### config.mk
export PLATFORM = sky130hd
export DESIGN_NAME = bmg_queue
export DESIGN_NICKNAME = d
export VERILOG_FILES = /design/src/hw/rtl/bmg_pkg.sv /design/src/hw/rtl/bmg_queue.sv
export SDC_FILE = /design/constraint.sdc
export NUM_CORES = 1
export LEC_CHECK = 0
export BUFFER_PORTS_ARGS = -buffer_cell sky130_fd_sc_hd__buf_2
export CORE_MARGIN = 4
export CORE_UTILIZATION = 49
export CTS_BUF_LIST = sky130_fd_sc_hd__clkbuf_4 sky130_fd_sc_hd__clkbuf_8
export CTS_CLUSTER_SIZE = 12
export DETAILED_ROUTE_END_ITERATION = 6
export PLACE_DENSITY = 0.86
export RECOVER_POWER = 100
export SETUP_SLACK_MARGIN = 0.02
export SLEW_MARGIN = 0
export SYNTH_ARGS = -nofsm -noshare
export SYNTH_HDL_FRONTEND = slang
export SYNTH_SLANG_ARGS = --single-unit
### constraint.sdc
create_clock -name clk -period 3.65 [get_ports clk]
set_input_delay 0.5475 -clock clk [delete_from_list [all_inputs] [get_ports clk]]
set_output_delay 0.5475 -clock clk [all_outputs]
set_load 0.05 [all_outputs]
### src/hw/rtl/bmg_pkg.sv
// Shared types, constants and arithmetic helpers for the Box-Muller gaussian generator.
// Used by bmg_front, bmg_queue, bmg_back and the top level; depends on nothing.
`default_nettype none

package bmg_pkg;

    localparam int UNIFORM_WIDTH = 32;
    localparam int SAMPLE_WIDTH  = 16;
    localparam int FRAC_OUT      = SAMPLE_WIDTH - 5;
    localparam int LOG_BITS      = 28;
    localparam int CORDIC_STEPS  = 28;
    localparam int ROOT_BITS     = 31;
    localparam int RAD_BITS      = 2 * ROOT_BITS;
    localparam int CNT_W         = 5;

    localparam logic [28:0] TWO_LN2_Q28 = 29'd372130559;
    localparam logic [29:0] GAIN_Q30    = 30'd652032874;

    localparam logic signed [34:0] ROUND_HALF = 35'sd1 <<< (27 - FRAC_OUT);
    localparam logic signed [34:0] SAMPLE_MAX = (35'sd1 <<< (SAMPLE_WIDTH - 1)) - 35'sd1;
    localparam logic signed [34:0] SAMPLE_MIN = -SAMPLE_MAX - 35'sd1;

    typedef struct packed {
        logic [UNIFORM_WIDTH-1:0] uniform_mag;
        logic [UNIFORM_WIDTH-1:0] uniform_phase;
    } bmg_req_t;

    typedef struct packed {
        logic signed [SAMPLE_WIDTH-1:0] sample;
        logic                           from_cache;
    } bmg_rsp_t;

    typedef struct packed {
        logic     cached;
        bmg_req_t req;
    } bmg_job_t;

    typedef enum logic [2:0] {
        ST_IDLE,
        ST_LOG,
        ST_SCALE,
        ST_SQRT,
        ST_GAIN,
        ST_ROTATE,
        ST_FINISH,
        ST_OUT
    } bmg_state_t;

    // arctangent of 2^-i in units of 2^-32 turn
    function automatic logic [29:0] atan_turn(input logic [CNT_W-1:0] i);
        logic [29:0] a;
        case (i)
            5'd0:    a = 30'd536870912;
            5'd1:    a = 30'd316933406;
            5'd2:    a = 30'd167458907;
            5'd3:    a = 30'd85004756;
            5'd4:    a = 30'd42667331;
            5'd5:    a = 30'd21354465;
            5'd6:    a = 30'd10679838;
            5'd7:    a = 30'd5340245;
            5'd8:    a = 30'd2670163;
            5'd9:    a = 30'd1335087;
            5'd10:   a = 30'd667544;
            5'd11:   a = 30'd333772;
            5'd12:   a = 30'd166886;
            5'd13:   a = 30'd83443;
            5'd14:   a = 30'd41722;
            5'd15:   a = 30'd20861;
            5'd16:   a = 30'd10430;
            5'd17:   a = 30'd5215;
            5'd18:   a = 30'd2608;
            5'd19:   a = 30'd1304;
            5'd20:   a = 30'd652;
            5'd21:   a = 30'd326;
            5'd22:   a = 30'd163;
            5'd23:   a = 30'd81;
            5'd24:   a = 30'd41;
            5'd25:   a = 30'd20;
            5'd26:   a = 30'd10;
            5'd27:   a = 30'd5;
            default: a = 30'd0;
        endcase
        return a;
    endfunction

    // Q.28 to output format: round half up, then saturate
    function automatic logic signed [SAMPLE_WIDTH-1:0] to_output(input logic signed [33:0] v);
        logic signed [34:0] t;
        logic signed [34:0] r;
        logic signed [34:0] c;
        t = $signed({v[33], v}) + ROUND_HALF;
        r = t >>> (28 - FRAC_OUT);
        if (r > SAMPLE_MAX) begin
            c = SAMPLE_MAX;
        end
        else if (r < SAMPLE_MIN) begin
            c = SAMPLE_MIN;
        end
        else begin
            c = r;
        end
        return c[SAMPLE_WIDTH-1:0];
    endfunction

endpackage

`default_nettype wire

### src/hw/rtl/bmg_queue.sv
// Short job queue between front end and compute back end.
// Depends on bmg_pkg.
`default_nettype none

module bmg_queue
    import bmg_pkg::*;
#(
    parameter int DEPTH = 2
)
(
    input  wire logic     clk,
    input  wire logic     rst_n,
    input  wire logic     push_valid,
    output logic          push_ready,
    input  wire bmg_job_t push_job,
    output logic          pop_valid,
    input  wire logic     pop_ready,
    output bmg_job_t      pop_job
);

    localparam int PTR_W = (DEPTH > 1) ? $clog2(DEPTH) : 1;
    localparam int CNT_QW = $clog2(DEPTH + 1);

    bmg_job_t          mem [DEPTH];
    logic [PTR_W-1:0]  wr_ptr_reg;
    logic [PTR_W-1:0]  wr_ptr_next;
    logic [PTR_W-1:0]  rd_ptr_reg;
    logic [PTR_W-1:0]  rd_ptr_next;
    logic [CNT_QW-1:0] count_reg;
    logic [CNT_QW-1:0] count_next;
    logic              do_push;
    logic              do_pop;

    assign push_ready = (count_reg != CNT_QW'(DEPTH));
    assign pop_valid  = (count_reg != '0);
    assign pop_job    = mem[rd_ptr_reg];
    assign do_push    = push_valid && push_ready;
    assign do_pop     = pop_valid && pop_ready;

    always_comb
    begin
        wr_ptr_next = wr_ptr_reg;
        rd_ptr_next = rd_ptr_reg;
        count_next  = count_reg;
        if (do_push)
        begin
            wr_ptr_next = (wr_ptr_reg == PTR_W'(DEPTH - 1)) ? '0 : wr_ptr_reg + 1'b1;
        end
        if (do_pop)
        begin
            rd_ptr_next = (rd_ptr_reg == PTR_W'(DEPTH - 1)) ? '0 : rd_ptr_reg + 1'b1;
        end
        if (do_push && !do_pop)
        begin
            count_next = count_reg + 1'b1;
        end
        else if (do_pop && !do_push)
        begin
            count_next = count_reg - 1'b1;
        end
    end

    always_ff @(posedge clk)
    begin
        if (do_push)
        begin
            mem[wr_ptr_reg] <= push_job;
        end
    end

    always_ff @(posedge clk or negedge rst_n)
    begin
        if (!rst_n)
        begin
            wr_ptr_reg <= '0;
            rd_ptr_reg <= '0;
            count_reg  <= '0;
        end
        else
        begin
            wr_ptr_reg <= wr_ptr_next;
            rd_ptr_reg <= rd_ptr_next;
            count_reg  <= count_next;
        end
    end

endmodule

`default_nettype wire

==> results by group <==
Status
  – Status: finished with violations
  – Failing checks: max-capacitance violations, max-slew violations

Min path
  – Worst hold-check path type: in -> reg

Place
  – Post-placement worst setup slack: 1295 ps
  – Placed Cells: 483
  – HPWL Detailed: 5.613 mm
  – Routability congestion estimate: 0.6465
  – Buffers on Ports: 135

Finish
  – Max reg flops: 130
  – NumNets Final: 440
  – Diodes inserted: 0
  – Fillers: 786
  – Most common cell after layout, fill and taps aside: edfxtp_1
  – Most frequent cells in the layout: edfxtp_1 (130), clkbuf_1 (94), buf_2 (43), mux2_4 (36), mux2_2 (25)
  – P&R area growth vs syn: 20.98%
  – Layout cells sized above 1: 36.03%
  – Final Non-Filler Cells: 516

Setup path
  – Worst Path Max Fanout: 66
  – Crit end category: primary output
  – CP Launch Type: register
  – Required time of the critical path: 3100 ps
  – Setup CP Type: reg -> out
  – WP data arrival: 2370 ps

Global routing
  – Global route total overflow: 0
  – Total global-route track usage: 14.93%
  – First-pass GRT wire length: 13.10 mm
  – Largest net degree at the start of global routing: 67
  – Vias in the first global route: 2745
  – Antenna violations before repair: 0

Run
  – Max Cap Viol: 3

Route
  – DR WL/cell: 16.62 um
  – DRC violations left: 0
  – Final antenna-violating net count: 0
  – Via count: 2471
  – DRC violation total after the first TritonRoute iteration: 73
  – DR pass1 iterations: 6
  – Total wire length: 8.578 mm
  – Via density: 4.789

Power
  – Clock Power Share: 19.8%
  – Switching Power: 2.460 mW
  – Pwr per Cell Area: 959.5 nW/um^2
  – Internal: 3.397 mW
  – Combinational share of power: 39.4%
  – Max IR drop VDD: 0.6709 mV
  – Sw Share: 42.00%
  – Register share of total power: 40.7%
  – P_leak: 2.182 nW

Clock network
  – Clock Path Buffers: 2
  – CTS H-tree lvls: 4
  – Hold_buf cts: 1
  – Root buf cell: clkbuf_8
  – Clk pin slew, worst setup/hold paths: 80 ps
  – CTS tree: done
  – Postcts setup bufs: 0
  – Clk Latency, worst-skew pair: 420 ps
  – TritonCTS Buffers: 17
  – Cts repair resizes: 0
  – CTS sink cnt: 134

Die
  – Core area: 9910 um^2
  – Row cnt: 36
  – Initial Utilization: 50.92%
  – Die area: 11990 um^2
  – Die Ht: 109.5 um
  – Die Wd: 109.5 um
  – I/O pins: 136

STA
  – Worst slew margin: -33.05%
  – Post-Route Skew: 7.164 ps
  – RSZ-0062 raised after global routing: false
  – Final hold violations: 0
  – Endpoints failing setup: 0
  – Final setup margin: 730.5 ps
  – Tcrit/Tclk final: 79.99%
  – Max Slew Vio Count: 133
  – Fin Setup TNS: 0 ps
  – Fmax achieved: 0.3425 GHz
  – Worst-Margin Slew: 1996 ps
  – Final min period: 2920 ps

Yosys
  – Post-synth top area share: 77.36%
  – Top cell type by total area after synthesis: edfxtp_1
  – Avg Inst Size Synth: 22.94 um^2
  – Seq/Total Area, Yosys: 79.35%
  – Ranking of synthesized cells by area: edfxtp_1 (77%), mux2_4 (12%), mux2_2 (5.6%)
  – Synthesis-stage register bit count: 134
  – Cells after Synth: 220
  – Post-synthesis cell type count: 15
  – Syn Nets: 290
  – Yosys warnings: 0
  – Mapped Area: 5046 um^2
final cells by class:
class                      instances  area (um^2)  area share (%)
inverter                           1        3.754         0.06149
timing repair buffer             138        578.1           9.469
clock buffer                      19        249.0           4.079
sequential                       134         4008           65.65
clock inverter                    13        133.9           2.193
tap                              133        166.4           2.726
multi-input combinational         78        965.9           15.82
kinds of logic (layout without fill, tap and decap cells):
family	Yosys count	in the layout	synth area share (%)
xor gates and xnor gates	5	5	0.8680
adders and majority gates	1	1	0.2479
buffers and inverters	8	171	1.388
DFF	134	134	79.35
muxes	65	65	17.48
and+or+nand+nor	7	7	0.6698
final timing paths:
check / start / end / slack [ps] / cells after the start
min reg2reg: count_reg[0] / count_reg[0] / 530 / 1
max reg2reg: count_reg[0] / mem[0][22] / 970 / 4
max in group asynchronous: rst_n / rd_ptr_reg / 2920 / 2
max: rd_ptr_reg / pop_job[49] / 730 / 2
min: push_job[44] / mem[1][44] / 310 / 1
min in group asynchronous: rst_n / wr_ptr_reg / 500 / 2
synthesized netlist by cell type (all sizes together):
cell and n:
and3 1, ha 1, or2 1, xnor2 3
xor2 2, inv 1, nand2 2, buf 7
nand2b 1, nor2 2, dfrtp 4, edfxtp 130
mux2 65
power groups by stage:
stage	Clock, mW	Combinational (mW)	Sequential (mW)
3_3_place_gp	0	2.42	2.39
2_1_floorplan	0	2.18	2.22
3_5_place_dp	0	2.45	2.42
4_1_cts	1.20	2.45	2.39
6_report	1.16	2.31	2.39
5_1_grt	1.27	2.42	2.44
worst max-delay path: stages, from the launching register on:
cell and delay [ps]:
dfrtp_4 1130, mux2_2 310, clkbuf_1 470
per-stage QoR:
step | util, % | instance area [um^2] | hold slack [ps] | power, mW
finish | 61.60 | 6105 | 313.0 | 5.857
global route | 61.60 | 6105 | 274.9 | 6.127
CTS | 63.03 | 6246 | 272.4 | 6.036
detailed placement | 59.07 | 5853 | 361.2 | 4.868
global placement | 59.07 | 5853 | 358.1 | 4.815
floorplan | - | 5049 | 251.9 | 4.396
routing by layer:
metal	up-vias	part of all wire [%]	track usage [%]
met5	-	0	0
met4	0	1.6	7.124
met3	15	7.8	5.167
met2	94	54	25.63
met1	1199	37	16.61
li1	1163	-	-
Note: power is estimated with default switching activity, not from simulation.
